**config.mk**
```make
export PLATFORM = sky130hd
export DESIGN_NAME = base64_decoder_core
export DESIGN_NICKNAME = d
export VERILOG_FILES = /design/src/hdl/b64d_pkg.sv /design/src/hdl/base64_decoder_core.sv /design/src/hdl/b64d_front.sv /design/src/hdl/b64d_queue.sv /design/src/hdl/b64d_back.sv
export SDC_FILE = /design/constraint.sdc
export NUM_CORES = 1
export LEC_CHECK = 0
export BUFFER_PORTS_ARGS = -buffer_cell sky130_fd_sc_hd__buf_4
export CAP_MARGIN = 20
export CORE_ASPECT_RATIO = 2
export CORE_MARGIN = 4
export CORE_UTILIZATION = 67
export CTS_BUF_LIST = sky130_fd_sc_hd__clkbuf_8 sky130_fd_sc_hd__clkbuf_16
export DETAILED_ROUTE_END_ITERATION = 10
export PLACE_DENSITY = 0.89
export SLEW_MARGIN = 20
export SYNTH_ARGS = -nofsm -noshare
export SYNTH_HDL_FRONTEND = slang
export SYNTH_SLANG_ARGS = --single-unit
```
**constraint.sdc**
```tcl
create_clock -name clk -period 7.5 [get_ports clk]
set_input_delay 1.125 -clock clk [delete_from_list [all_inputs] [get_ports clk]]
set_output_delay 1.125 -clock clk [all_outputs]
set_load 0.01 [all_outputs]
```
**src/hdl/b64d_pkg.sv**
```systemverilog
// Shared types, codes and the character classifier for the base64 decoder.
// Used by b64d_front, b64d_queue, b64d_back and base64_decoder_core.
package b64d_pkg;

	localparam logic [7:0] PadChar = 8'h3D;

	typedef enum logic [1:0] {
		ST_OK       = 2'd0,
		ST_BAD_CHAR = 2'd1,
		ST_BAD_LEN  = 2'd2
	} b64d_status_t;

	typedef enum logic [1:0] {
		CLS_BLANK,
		CLS_PAD,
		CLS_VALUE,
		CLS_BAD
	} b64d_class_t;

	typedef struct packed {
		b64d_class_t cls;
		logic [5:0]  sextet;
	} b64d_char_t;

	// One decoded group as handed from the front to the back. A job with no
	// bytes exists only to carry the end-of-text status.
	typedef struct packed {
		logic [23:0]  value;
		logic [1:0]   nbytes;
		logic         last;
		b64d_status_t status;
	} b64d_job_t;

	function automatic b64d_char_t classify(input logic [7:0] c);
		b64d_char_t r;
		r.cls    = CLS_BAD;
		r.sextet = 6'd0;
		case (c) inside
			[8'h41:8'h5A]: begin
				r.cls    = CLS_VALUE;
				r.sextet = 6'(c - 8'h41);
			end
			[8'h61:8'h7A]: begin
				r.cls    = CLS_VALUE;
				r.sextet = 6'(c - 8'h61 + 8'd26);
			end
			[8'h30:8'h39]: begin
				r.cls    = CLS_VALUE;
				r.sextet = 6'(c - 8'h30 + 8'd52);
			end
			8'h2B: begin
				r.cls    = CLS_VALUE;
				r.sextet = 6'd62;
			end
			8'h2F: begin
				r.cls    = CLS_VALUE;
				r.sextet = 6'd63;
			end
			PadChar: begin
				r.cls = CLS_PAD;
			end
			[8'h09:8'h0D], 8'h20: begin
				r.cls = CLS_BLANK;
			end
			default: begin
				r.cls = CLS_BAD;
			end
		endcase
		return r;
	endfunction

endpackage

```
**src/hdl/base64_decoder_core.sv**
```systemverilog
// Top level of the streaming base64 decoder (standard alphabet).
// Instantiates b64d_front, b64d_queue and b64d_back; depends on b64d_pkg.
//
// Usage: characters arrive on the input channel (in_valid/in_ready, fields
// char_in and text_end), one per transfer; text_end marks the last character
// of a text. Decoded bytes leave on the output channel (out_valid/out_ready,
// fields byte_out, byte_valid, run_last, status), one result per transfer.
// The last result of each text has run_last set and carries the status:
// ok, invalid character or invalid length. When a text ends without a
// pending byte, a result with byte_valid low carries that status alone.
//
// Throughput: one character per cycle while the queue has room. The front
// classifies a character and closes a group in the cycle it is accepted; a
// completed group becomes a job in the queue, and the back end drains up to
// three bytes of it, one per cycle while the receiver takes them. The first
// byte of a group is written with its job into the queue and then loaded
// into the output register, from which it can be transferred. Since four
// characters yield at most three bytes, the back end keeps up on average.
//
// When the receiver stalls, the output register holds its result and the
// queue absorbs up to QUEUE_DEPTH jobs; in_ready drops only when it is full.
// Reset (arst_n low) empties the queue, drops any pending result and clears
// the group state, so the next character starts a new text.
module base64_decoder_core #(
	parameter int QUEUE_DEPTH = 4
) (
	input  logic       clk,
	input  logic       arst_n,
	input  logic       in_valid,
	output logic       in_ready,
	input  logic [7:0] char_in,
	input  logic       text_end,
	output logic       out_valid,
	input  logic       out_ready,
	output logic [7:0] byte_out,
	output logic       byte_valid,
	output logic       run_last,
	output logic [1:0] status
);
	import b64d_pkg::*;

	logic      accept;
	logic      push;
	logic      pop;
	logic      full;
	logic      empty;
	b64d_job_t front_job;
	b64d_job_t head_job;

	// Any accepted character may produce a job, so the front takes a
	// character only while the queue has room.
	assign in_ready = !full;
	assign accept   = in_valid && in_ready;

	b64d_front u_front (
		.clk      (clk),
		.arst_n   (arst_n),
		.accept   (accept),
		.char_in  (char_in),
		.text_end (text_end),
		.push     (push),
		.job      (front_job)
	);

	b64d_queue #(
		.DEPTH (QUEUE_DEPTH)
	) u_queue (
		.clk      (clk),
		.arst_n   (arst_n),
		.push     (push),
		.push_job (front_job),
		.pop      (pop),
		.head     (head_job),
		.full     (full),
		.empty    (empty)
	);

	b64d_back u_back (
		.clk        (clk),
		.arst_n     (arst_n),
		.head       (head_job),
		.empty      (empty),
		.pop        (pop),
		.out_valid  (out_valid),
		.out_ready  (out_ready),
		.byte_out   (byte_out),
		.byte_valid (byte_valid),
		.run_last   (run_last),
		.status     (status)
	);

endmodule

```
**src/hdl/b64d_front.sv**
```systemverilog
// Front end of the base64 decoder: accepts characters, classifies them and
// assembles groups of four into jobs for the queue. Depends on b64d_pkg.
module b64d_front (
	input  logic                clk,
	input  logic                arst_n,
	input  logic                accept,
	input  logic [7:0]          char_in,
	input  logic                text_end,
	output logic                push,
	output b64d_pkg::b64d_job_t job
);
	import b64d_pkg::*;

	logic [23:0] acc_q;
	logic [1:0]  pos_q;
	logic [2:0]  vcnt_q;
	logic        bad_q;

	b64d_char_t  ch;
	logic [23:0] acc_n;
	logic [1:0]  pos_n;
	logic [2:0]  vcnt_n;
	logic        bad_n;
	logic        group_done;
	logic [1:0]  nbytes;
	logic [23:0] aligned;

	always_comb begin
		ch         = classify(char_in);
		acc_n      = acc_q;
		vcnt_n     = vcnt_q;
		bad_n      = bad_q;
		pos_n      = pos_q;
		group_done = 1'b0;
		if (ch.cls != CLS_BLANK) begin
			if (ch.cls == CLS_VALUE) begin
				acc_n  = {acc_q[17:0], ch.sextet};
				vcnt_n = vcnt_q + 3'd1;
			end
			if (ch.cls == CLS_BAD) begin
				bad_n = 1'b1;
			end
			pos_n      = pos_q + 2'd1;
			group_done = (pos_q == 2'd3);
		end

		// Left-align the values of a complete group in 24 bits.
		case (vcnt_n)
			3'd3:    aligned = {acc_n[17:0], 6'd0};
			3'd2:    aligned = {acc_n[11:0], 12'd0};
			default: aligned = acc_n;
		endcase

		nbytes = 2'd0;
		if (group_done && !bad_n && vcnt_n >= 3'd2) begin
			nbytes = 2'(vcnt_n - 3'd1);
		end

		job.value  = aligned;
		job.nbytes = nbytes;
		job.last   = text_end;
		if (pos_n != 2'd0) begin
			job.status = ST_BAD_LEN;
		end else if (bad_n) begin
			job.status = ST_BAD_CHAR;
		end else begin
			job.status = ST_OK;
		end

		push = accept && ((nbytes != 2'd0) || text_end);
	end

	always_ff @(posedge clk or negedge arst_n) begin
		if (!arst_n) begin
			acc_q  <= '0;
			pos_q  <= '0;
			vcnt_q <= '0;
			bad_q  <= 1'b0;
		end else if (accept) begin
			if (text_end) begin
				acc_q  <= '0;
				pos_q  <= '0;
				vcnt_q <= '0;
				bad_q  <= 1'b0;
			end else begin
				pos_q <= pos_n;
				bad_q <= bad_n;
				if (group_done) begin
					acc_q  <= '0;
					vcnt_q <= '0;
				end else begin
					acc_q  <= acc_n;
					vcnt_q <= vcnt_n;
				end
			end
		end
	end

	// The text end returns the group state to its reset value.
	a_end_clears: assert property (@(posedge clk) disable iff (!arst_n)
		accept && text_end |=> pos_q == 2'd0 && bad_q == 1'b0 && vcnt_q == 3'd0)
		else $error("group state not cleared after text end");

	// A group never holds more values than slots filled.
	a_vcnt_bound: assert property (@(posedge clk) disable iff (!arst_n)
		vcnt_q <= 3'({1'b0, pos_q}))
		else $error("value count exceeds group position");

	// No bytes leave once a bad character was seen in this text.
	a_no_bytes_after_bad: assert property (@(posedge clk) disable iff (!arst_n)
		bad_q |-> job.nbytes == 2'd0)
		else $error("bytes produced after bad character");

endmodule

```
**src/hdl/b64d_queue.sv**
```systemverilog
// Small job queue between the decoder front and back ends.
// Depends on b64d_pkg for the job type.
module b64d_queue #(
	parameter int DEPTH = 4
) (
	input  logic                clk,
	input  logic                arst_n,
	input  logic                push,
	input  b64d_pkg::b64d_job_t push_job,
	input  logic                pop,
	output b64d_pkg::b64d_job_t head,
	output logic                full,
	output logic                empty
);
	import b64d_pkg::*;

	localparam int PtrW = (DEPTH > 1) ? $clog2(DEPTH) : 1;
	localparam int CntW = $clog2(DEPTH + 1);

	b64d_job_t       mem_q [DEPTH];
	logic [PtrW-1:0] wr_ptr_q;
	logic [PtrW-1:0] rd_ptr_q;
	logic [CntW-1:0] count_q;

	function automatic logic [PtrW-1:0] next_ptr(input logic [PtrW-1:0] p);
		return (p == PtrW'(DEPTH - 1)) ? '0 : p + PtrW'(1);
	endfunction

	assign full  = (count_q == CntW'(DEPTH));
	assign empty = (count_q == '0);
	assign head  = mem_q[rd_ptr_q];

	always_ff @(posedge clk) begin
		if (push && !full) begin
			mem_q[wr_ptr_q] <= push_job;
		end
	end

	always_ff @(posedge clk or negedge arst_n) begin
		if (!arst_n) begin
			wr_ptr_q <= '0;
			rd_ptr_q <= '0;
			count_q  <= '0;
		end else begin
			if (push && !full) begin
				wr_ptr_q <= next_ptr(wr_ptr_q);
			end
			if (pop && !empty) begin
				rd_ptr_q <= next_ptr(rd_ptr_q);
			end
			case ({push && !full, pop && !empty})
				2'b10:   count_q <= count_q + CntW'(1);
				2'b01:   count_q <= count_q - CntW'(1);
				default: count_q <= count_q;
			endcase
		end
	end

endmodule

```
**src/hdl/b64d_back.sv**
```systemverilog
// Back end of the base64 decoder: walks the bytes of each queued job into
// the output register. Depends on b64d_pkg.
module b64d_back (
	input  logic                clk,
	input  logic                arst_n,
	input  b64d_pkg::b64d_job_t head,
	input  logic                empty,
	output logic                pop,
	output logic                out_valid,
	input  logic                out_ready,
	output logic [7:0]          byte_out,
	output logic                byte_valid,
	output logic                run_last,
	output logic [1:0]          status
);
	import b64d_pkg::*;

	logic [1:0]   idx_q;
	logic         out_valid_q;
	logic [7:0]   byte_q;
	logic         bvalid_q;
	logic         last_q;
	b64d_status_t status_q;

	logic         load;
	logic         final_byte;
	logic [7:0]   sel_byte;

	always_comb begin
		load       = !empty && (!out_valid_q || out_ready);
		final_byte = (head.nbytes == 2'd0) || (idx_q == head.nbytes - 2'd1);
		pop        = load && final_byte;
		case (idx_q)
			2'd0:    sel_byte = head.value[23:16];
			2'd1:    sel_byte = head.value[15:8];
			default: sel_byte = head.value[7:0];
		endcase
	end

	always_ff @(posedge clk or negedge arst_n) begin
		if (!arst_n) begin
			out_valid_q <= 1'b0;
			idx_q       <= '0;
		end else begin
			if (load) begin
				out_valid_q <= 1'b1;
				idx_q       <= final_byte ? 2'd0 : idx_q + 2'd1;
			end else if (out_ready) begin
				out_valid_q <= 1'b0;
			end
		end
	end

	always_ff @(posedge clk) begin
		if (load) begin
			bvalid_q <= (head.nbytes != 2'd0);
			byte_q   <= (head.nbytes != 2'd0) ? sel_byte : 8'd0;
			last_q   <= head.last && final_byte;
			status_q <= (head.last && final_byte) ? head.status : ST_OK;
		end
	end

	assign out_valid  = out_valid_q;
	assign byte_out   = byte_q;
	assign byte_valid = bvalid_q;
	assign run_last   = last_q;
	assign status     = status_q;

	// A result without a byte exists only as the final status of a text.
	a_empty_is_last: assert property (@(posedge clk) disable iff (!arst_n)
		out_valid_q && !bvalid_q |-> last_q)
		else $error("byteless result not marked last");

	// A nonzero status appears only on the final result.
	a_status_on_last: assert property (@(posedge clk) disable iff (!arst_n)
		out_valid_q && status_q != ST_OK |-> last_q)
		else $error("status on non-final result");

	// Finishing a job restarts the byte index.
	a_idx_restart: assert property (@(posedge clk) disable iff (!arst_n)
		pop |=> idx_q == 2'd0)
		else $error("byte index not restarted after job");

endmodule
```
# == Word level (Yosys, flattened, before mapping) ==
# Memories as Yosys holds them, arrays and structs flattened.
# Cells that the tools add are included.
# totals
regBits,52
mem_bits_rw,116
word_cells,122
mem_count,1
# mem_list
name,words,word_bits,rd,rd_ports_with_merged_regs,wr,line,text
u_queue.mem_q,4,29,1,0,1,b64d_queue.sv:20,b64d_job_t mem_q [DEPTH];
# classes
addsub,14
n_lt_le_gt_ge,9
eq_ne,16
mux,39
n_reduce_logical,30
# ops
cell,count
24-bit two-way mux,4
24-bit case mux with 2 select lines,1
"8-bit by 6-bit equality test with 1-bit output, second input constant",4
6-bit two-way mux,5
2-bit two-way mux,14
"8-bit by 7-bit >= comparator with 1-bit output, second input constant",2
"8-bit by 7-bit less-or-equal comparator with 1-bit output, second input constant",2
8-bit case mux with 2 select lines,1
1-bit logical AND,13
"2-bit equality test, second input constant",6
3-bit two-way mux,4
2-bit nonzero test,6
"6-bit subtractor, second input constant",2
1-bit two-way mux,9
"2-bit by 1-bit adder with 2-bit output, second input constant",4
"8-bit by 4-bit >= comparator with 1-bit output, second input constant",1
"8-bit by 6-bit >= comparator with 1-bit output, second input constant",1
"8-bit by 4-bit less-or-equal comparator with 1-bit output, second input constant",1
"8-bit by 6-bit less-or-equal comparator with 1-bit output, second input constant",1
"3-bit by 1-bit adder with 3-bit output, second input constant",2
"6-bit by 5-bit adder with 6-bit output, second input constant",1
"6-bit adder, second input constant",1
"3-bit by 2-bit equality test with 1-bit output, second input constant",2
3-bit case mux with 2 select lines,1
other kinds (12),20

# == Longest topological paths before layout ==
# Gate-level depths: netlist of the first run.
# logic_depth
word_depth,23
depth_mapped,22
ltp_nobuf,19

# == By module ==
# From an unflattened synthesis of the first run, not the netlist that was laid out.
# unflattened
hier_cells,553
hier_area_um2,8030.2
# by_module_without_submodules
mod,instances,cells_each,area_per_inst_um2,seq_area_each_um2
b64d_queue,1,191,4669.5,3658.5
b64d_front,1,293,2591.2,750.7
b64d_back,1,67,759.5,435.4
base64_decoder_core,1,2,10.0,0.0

# == Least setup slack after synthesis of the first run ==
# No wires, ideal clock.
# synth_timing
path_type,input port to flip-flop
from,in char_in[0]
to,mem u_queue.mem_q[0][0] (netlist name) (enable)
setup_time_ns,0.415
arrival_time_ns,5.189
required_time_ns,7.085
setup_slack_ns,1.895
cell_stages,17
cell_sequence,inv_1 -> ha_1 -> and2b_1 -> o21ai_2 -> a31oi_2 -> nand2_1 -> buf_2 -> clkbuf_1 -> nand2_1 -> nand2_1 -> ha_1 -> or3_1 -> and4_1 -> o211ai_2 -> a221o_1 -> buf_6 -> nor2_1
# synth_via
elab_chain_len,23
word_cells_on_any_way,44
# synth_rtl
element,line,text
from (decl),base64_decoder_core.sv:31,"input logic [7:0] char_in,"
8-bit by 4-bit >= comparator with 1-bit output (implied by the code) / 8-bit by 4-bit less-or-equal comparator with 1-bit output (equally long branches),b64d_front.sv:29,ch = classify(char_in);
1-bit logical AND (implied by the code),b64d_front.sv:29,
2-bit OR reduction,b64d_pkg.sv:38,case (c) inside
2-bit two-way mux (6 in a row),b64d_pkg.sv:38,
2-bit two-way mux *,b64d_pkg.sv:38,
"parallel branches: the longest is 6 deep, another holds 3-bit by 2-bit >= comparator with 1-bit output",--,
2-bit two-way mux *,b64d_front.sv:55,if (group_done && !bad_n && vcnt_n >= 3'd2) begin
2-bit nonzero test *,b64d_front.sv:70,push = accept && ((nbytes != 2'd0) || text_end);
1-bit logical OR *,b64d_front.sv:70,
1-bit logical AND *,b64d_front.sv:70,
1-bit logical AND *,b64d_queue.sv:34,if (push && !full) begin
1-bit two-way mux *,b64d_queue.sv:34,
1-bit two-way mux (implied by the code) *,b64d_queue.sv:35,mem_q[wr_ptr_q] <= push_job;
to (decl),b64d_queue.sv:20,
# Every way passes the cells marked *.

# == Final worst setup path of the first run ==
# layout_timing
from,in char_in[2]
to,reg u_queue.count_q[2]
# layout_via
elab_chain_len,23
word_cells_on_any_way,46
# layout_rtl
element,line,text
8-bit by 4-bit >= comparator with 1-bit output (implied by the code) / 8-bit by 4-bit less-or-equal comparator with 1-bit output (equally long branches),b64d_front.sv:29,
1-bit logical AND (implied by the code),b64d_front.sv:29,
2-bit OR reduction,b64d_pkg.sv:38,
2-bit two-way mux (6 in a row),b64d_pkg.sv:38,
2-bit two-way mux *,b64d_pkg.sv:38,
"parallel branches: the longest is 6 deep, another holds 3-bit by 2-bit >= comparator with 1-bit output",--,
2-bit two-way mux *,b64d_front.sv:55,
2-bit nonzero test *,b64d_front.sv:70,
1-bit logical OR *,b64d_front.sv:70,
1-bit logical AND *,b64d_front.sv:70,
1-bit logical AND *,b64d_queue.sv:51,"case ({push && !full, pop && !empty})"
2-bit by 1-bit equality test with 1-bit output / 2-bit equality test (equally long branches),b64d_queue.sv:51,
3-bit case mux with 2 select lines / 2-bit nonzero test (equally long branches),--,
to (signal assigned),b64d_queue.sv:52,2'b10: count_q <= count_q + CntW'(1);
to (signal assigned),b64d_queue.sv:53,2'b01: count_q <= count_q - CntW'(1);
to (signal assigned),b64d_queue.sv:54,default: count_q <= count_q;
to (decl),b64d_queue.sv:23,logic [CntW-1:0] count_q;
# Marks and branches as above.
# A chain may end at the register's enable or synchronous reset.

==> metrics.txt, run 1 <==
status=complete, no violations; fraction of power spent switching nets=0.320; detailed placement HPWL=11700 um; ant diodes=0; PortBufs=26; Iter 0 DRT Violations=424; root buf cell=clkbuf_16; fin. max-slew vios=0; Hold Crit Depth=1; clk buf depth=2; CORE AREA=11400 sq um; aggregate global routing overflow=0; fraction of registers with async set/reset=0.238; Syn. warnings=0; reg2reg path depth=14; final WL=18500 um; Seq/Total Area, Yosys=0.618; Leak=3.38 nW; I/O Pins=27; final number of setup-violating endpoints=0; Commonest cells post-synth=128 x edfxtp_1, 49 x nand2_1, 40 x dfrtp_1, 35 x nor2_1, 30 x inv_1; worst r2r dst=u_queue.count_q[2]; post-layout util=0.774; detailed-route via count=5113; Worst Setup Start Kind=input port; # Max-Cap Violations=0; Fin. Hold Viols=0; CTS Hold Bufs=0; number of enable flip-flop cells after synthesis=128; Final min period=5.77 ns; fmax=0.173 GHz; Hold Path Class=reg -> reg; Crit Path Category=in -> reg; skew final=0.0110 ns; TritonCTS clock tree=yes; M1 wire length=6170 um; Clock transition at path regs=0.07 ns; Slew HR=0.418; Critical Path Fanout Max=21; Clk pwr share=0.287; slowest stage cell, crit path=nand2_1; crit end category=flip-flop; PwrDens=352 nW/um^2; most frequent cell after synthesis=edfxtp_1; Clk Latency, worst-skew pair=0.43 ns; Filler Cell Count=621; DR WL/cell=24.7 um; CP max stage delay=0.60 ns; largest net degree at the start of global routing=41; die area=13600 sq um; Net Sw Power=0.991 mW; residual DRC count=0; period utilisation layout=0.769; Yosys cell types=65; min-delay src=u_queue.count_q[0]; WP data arrival=6.12 ns; H-tree depth=4; Fin Setup TNS=0 ns; Setup Buffers After CTS=0; worst-margin pin slew=0.870 ns; Total GRT Usage=0.292; Num CTS Buffers=17; highest metal used=met4; Die Ht=161 um; met3 WL=1000 um; Gate Count Post-Synth=560; first-pass iteration count of the detailed router=5; CP most frequent cell=nand2_1; Area contributors post-synth=edfxtp_1 49%, dfrtp_1 13%, mux4_2 8.3%; wire length on met2=10600 um; Mapped Nets=597; vias in the first global route=5390; area grow syn2layout=12.2%; antenna violations before repair=0; Cells after DPL=716; Worst Setup SP=char_in[2]; flop2flop setup slack=3.35 ns; via/cell ratio=6.84; Synth Area per Inst=14.0 sq um; Peak VDD IR=0.382 mV; Hold Path Sink=u_queue.count_q[0]; Main synth FF type=edfxtp_1; share of cells above drive strength 1=0.193; worst path required time=7.85 ns; routability cong.=0.897; row count=55; RSZ-0062 raised after global routing=false; CTS resizes=0; nets@finish=630; internal power=2.10 mW; Cell Chain, Critical Path=buf_4 > inv_1 > ha_1 > a21o_1 > nand2_1 > o211ai_4 > nand2_1 > nand2_1 > nand2_1 > ha_1 > or3_1 > and4_1 > o211ai_2 > a221o_1 > ha_1 > inv_1 > fa_1 > xor2_1 > nor2_1 > xor2_1; worst flop-to-flop path startpoint=u_queue.rd_ptr_q[0]; Synth top area share=0.490; Mapped Area=7840 sq um; first-pass GRT wire length=29400 um; post-route ant nets=0; Gate power share=0.300; Synth Register Bits=168; Synth area leader=edfxtp_1; register share of total power=0.413; die width=84.5 um; Layout Cells excl Fill=748; Clock Sinks=168; initial cell density of the core=0.690
worst max-delay path by stage:
stage | end | slack, ns | cells after the start
after floorplan | u_queue.mem_q[0][0] | 1.90 | 17
after global placement | u_queue.count_q[2] | 1.66 | 20
after detailed placement | u_queue.count_q[2] | 1.43 | 20
after CTS | u_queue.count_q[2] | 1.77 | 20
after global routing | u_queue.count_q[2] | 1.42 | 20
final | u_queue.count_q[2] | 1.73 | 20
through the flow:
| step | area (sq um) | power, mW | hold WS, ns | setup WS [ns] |
|---|---|---|---|---|
| 2_1_floorplan | 7840 | 1.90 | 0.460 | 1.90 |
| 4_1_cts | 8790 | 3.10 | 0.506 | 1.77 |
| 5_1_grt | 8790 | 3.24 | 0.523 | 1.42 |
| 3_5_place_dp | 8190 | 2.19 | 0.484 | 1.43 |
| 3_3_place_gp | 8190 | 2.13 | 0.474 | 1.66 |
| 6_report | 8790 | 3.09 | 0.498 | 1.73 |
per-layer routing:
metal | vias to the layer above | GRT usage
li1 | 2213 | -
met1 | 2582 | 0.317
met2 | 256 | 0.536
met3 | 62 | 0.0518
met4 | 0 | 0.143
met5 | - | 0
worst max-delay path: cells and delay by family:
family | cells | cell delay [ns]
fa+ha+maj | 4 | 1.29
xor+xnor | 2 | 0.33
buf+inv | 3 | 0.37
compound gates | 4 | 1.15
simple gates | 7 | 1.83
logic make-up after synthesis:
| family | synth area share |
|---|---|
| muxes | 0.107 |
| xor gates and xnor gates | 0.0110 |
| adders and majority gates | 0.0393 |
| and+or+nand+nor | 0.0806 |
| DFF | 0.618 |
| buffers and inverters | 0.0291 |
| AOI/OAI and AO/OA | 0.115 |
cells in the final DEF, fill, tap and decap left out, drive strengths merged, types with 3 or more instances in the layout:
master,instances
edfxtp,128
nand2,49
dfrtp,40
buf,37
nor2,36
inv,35
mux4,29
o21ai,25
ha,23
a21oi,21
a22o,19
a22oi,17
nand3,17
clkbuf,17
mux2i,13
o22ai,9
xnor2,7
a21o,6
nor3,6
nand4,5
and2,4
o22a,4
mux2,4
clkinv,4
nor2b,3
clkinvlp,3
bufinv,3
a31oi,3
o211ai,3
registers in the layout, summed over array words and instances (netlist names):
signal,cells
u_front.acc_q,24
u_back.out_valid,1
u_front.vcnt_q,3
u_back.status,2
u_queue.count_q,3
u_back.byte_valid,1
u_front.pos_q,2
u_front.bad_q,1
u_queue.wr_ptr_q,2
u_queue.mem_q,116
u_back.byte_out,8
u_back.idx_q,2
u_queue.rd_ptr_q,2
u_back.run_last,1
layout make-up:
| class | count | area [sq um] | area share |
|---|---|---|---|
| tap | 142 | 178 | 0.0202 |
| sequential | 168 | 4850 | 0.551 |
| clock buffer | 17 | 425 | 0.0484 |
| inverter | 30 | 113 | 0.0128 |
| timing repair buffer | 37 | 278 | 0.0316 |
| clock inverter | 15 | 176 | 0.0201 |
| multi-input combinational | 339 | 2770 | 0.316 |
power by group through the flow:
stage	clock (mW)	combinational, mW	sequential, mW
2_1_floorplan	0	0.608	1.29
3_3_place_gp	0	0.852	1.27
3_5_place_dp	0	0.899	1.29
4_1_cts	0.888	0.932	1.28
5_1_grt	0.942	1.01	1.29
6_report	0.888	0.929	1.28
Power figures use the tool's default switching activity.
==> run 2: changes to the inputs <==
--- a/config.mk
+++ b/config.mk
@@ -9,10 +9,10 @@
 export CAP_MARGIN = 20
 export CORE_ASPECT_RATIO = 2
 export CORE_MARGIN = 4
-export CORE_UTILIZATION = 67
+export CORE_UTILIZATION = 62
 export CTS_BUF_LIST = sky130_fd_sc_hd__clkbuf_8 sky130_fd_sc_hd__clkbuf_16
 export DETAILED_ROUTE_END_ITERATION = 10
-export PLACE_DENSITY = 0.89
+export PLACE_DENSITY = 0.84
 export SLEW_MARGIN = 20
 export SYNTH_ARGS = -nofsm -noshare
 export SYNTH_HDL_FRONTEND = slang
==> constraint.sdc (replaced) <==
create_clock -name clk -period 6 [get_ports clk]
set_input_delay 0.9 -clock clk [delete_from_list [all_inputs] [get_ports clk]]
set_output_delay 0.9 -clock clk [all_outputs]
set_load 0.01 [all_outputs]
==> run 2 against run 1 <==
Net effect: wire length shrank 8.9%; register-to-register slack worse by 1.3 ns; design area up 0.34%; global-route usage is 4.4 points lower; setup slack lost 1.0 ns; sequential share of layout area shrank 0.19 points; flip-flop and latch count is the same; hold slack got worse by 0.052 ns; sequential power increased by 24%; final cell count grew 0.80%; critical path type unchanged.
==> metrics.txt, run 2 (synthesis gave the netlist of run 1 again) <==
status=complete, no violations; Placement Cell Area=8200 sq um (+0.17%); Fin Setup TNS=0 ns (unchanged); post-route cell area=8820 sq um (+0.34%); Clock transition at path regs=0.07 ns (about the same); Clk Latency, worst-skew pair=0.43 ns (about the same); crit end category=flip-flop; period utilisation layout=0.886; vias in the first global route=5279 (-2.1%); aggregate global routing overflow=0 (unchanged); Iter 0 DRT Violations=494 (+17%); internal power=2.63 mW (+25%); CTS resizes=0 (unchanged); Num CTS Buffers=17 (unchanged); residual DRC count=0 (unchanged); I/O Pins=27 (unchanged); final WL=16900 um (-8.9%); Hold Path Class=in -> async; DR WL/cell=22.4 um (-9.6%); first-pass GRT wire length=27200 um (-7.4%); Die Ht=167 um (+3.8%); Filler Cell Count=806 (+30%); Critical Path Fanout Max=9 (-57%); H-tree depth=4 (unchanged); slowest stage cell, crit path=and2_1; ant diodes=0 (unchanged); antenna violations before repair=0 (unchanged); PortBufs=26 (unchanged); via/cell ratio=6.63 (-2.9%); root buf cell=clkbuf_16; worst-margin pin slew=0.861 ns (-0.00878 ns); largest net degree at the start of global routing=41 (unchanged); clk buf depth=2 (unchanged); commonest cells after routing, fill and taps aside=128 x edfxtp_1, 49 x nand2_1, 39 x dfrtp_1, 38 x buf_4, 31 x nor2_1; Min Hold Slack=0.446 ns (-0.0525 ns); Biggest register=u_queue.mem_q; initial cell density of the core=0.639 (-0.0513); post-route ant nets=0 (unchanged); CTS Hold Bufs=0 (unchanged); CP max stage delay=0.53 ns (-0.07 ns); commonest non-fill, non-tap cell in the layout=edfxtp_1; Total GRT Usage=0.247 (-0.0444); WP data arrival=5.67 ns (-0.45 ns); detailed-route via count=5002 (-2.2%); die area=14600 sq um (+7.5%); TritonCTS clock tree=yes; routability cong.=0.920 (+2.6%); register share of total power=0.413 (about the same); Fin. Hold Viols=0 (unchanged); detailed placement HPWL=11300 um (-3.5%); fin. max-slew vios=0 (unchanged); nets@finish=631 (+0.16%); RSZ-0062 raised after global routing=false; Clk pwr share=0.294 (+0.007); Setup Buffers After CTS=0 (unchanged); skew final=0.0103 ns (-0.000724 ns); Crit Path Category=in -> reg; Slew HR=0.425 (+0.00687); setup slack after layout=0.684 ns (-1.05 ns); Leak=3.39 nW (+0.28%); Worst Setup Start Kind=input port; die width=87.5 um (+3.6%); Gate power share=0.293 (-0.007); Peak VDD IR=0.357 mV (-6.4%); fmax=0.188 GHz; area grow syn2layout=12.5%; PwrDens=435 nW/um^2 (+24%); final number of setup-violating endpoints=0 (unchanged); pre-CTS setup slack=0.363 ns (-1.06 ns); first-pass iteration count of the detailed router=5 (unchanged); row count=57 (+3.6%); # Max-Cap Violations=0 (unchanged); worst path required time=6.35 ns (-1.50 ns); share of cells above drive strength 1=0.196 (+0.00298); Cell Chain, Critical Path=buf_4 > inv_1 > ha_1 > and2b_1 > o21ai_2 > a31oi_2 > and2_1 > xnor2_2 > inv_1 > ha_1 > or3_1 > and4_1 > o211ai_2 > a221o_1 > buf_4 > ha_1 > inv_1 > fa_1 > xor2_1 > nor2_1 > xor2_1; max reg flops=116 (unchanged); Final min period=5.32 ns; fraction of power spent switching nets=0.315 (-0.00576); Clock Sinks=168 (unchanged); Net Sw Power=1.21 mW (+22%); CORE AREA=12300 sq um (+8.0%)
[run 2: worst max-delay path, delay by kind of cell]
kind / cells / cell delay (ns)
buf+inv: 5 / 0.65
compound gates: 4 / 0.89
simple gates: 5 / 1.45
xor+xnor: 3 / 0.50
fa+ha+maj: 4 / 1.26
[run 2: final cells by class]
class	instances	area (sq um)	share of cell area
flip-flops and latches	168	4850	0.549
multi-input cells	339	2770	0.315
clock buffers	17	425	0.0482
repair buffers	38	285	0.0323
clock inverters	15	193	0.0218
well taps	147	184	0.0209
inverters	30	113	0.0128
[run 2: path summary, 6_finish.rpt]
check | from | to | slack, ns | depth (start not counted)
max | char_in[2] | u_queue.count_q[2] | 0.68 | 21
min | arst_n | u_front.acc_q[20] | 0.45 | 1
max reg2reg | u_queue.rd_ptr_q[0] | u_queue.count_q[2] | 2.06 | 14
min reg2reg | u_back.out_valid | u_back.out_valid | 0.50 | 2
max in group asynchronous | arst_n | u_queue.rd_ptr_q[0] | 5.17 | 1
min in group clk | u_back.out_valid | u_back.out_valid | 0.50 | 2
[run 2: power by group through the flow]
stage          logic (mW)  registers, mW  clock network [mW]
2_1_floorplan       0.760           1.61                   0
3_3_place_gp         1.07           1.59                   0
3_5_place_dp         1.12           1.60                   0
4_1_cts              1.13           1.59                1.14
5_1_grt              1.24           1.60                1.20
6_report             1.12           1.59                1.13
[run 2: metal layers]
metal,track usage,wire [um]
met5,0,0
met4,0.141,792
met3,0.0494,859
met2,0.428,9370
met1,0.275,5840
[run 2: metrics by stage]
| stage | utilization | total power [mW] | std cells |
|---|---|---|---|
| 2_1_floorplan | - | 2.37 | 560 |
| 3_3_place_gp | 0.669 | 2.66 | 722 |
| 3_5_place_dp | 0.669 | 2.73 | 722 |
| 4_1_cts | 0.719 | 3.86 | 754 |
| 5_1_grt | 0.719 | 4.04 | 754 |
| 6_report | 0.719 | 3.84 | 754 |
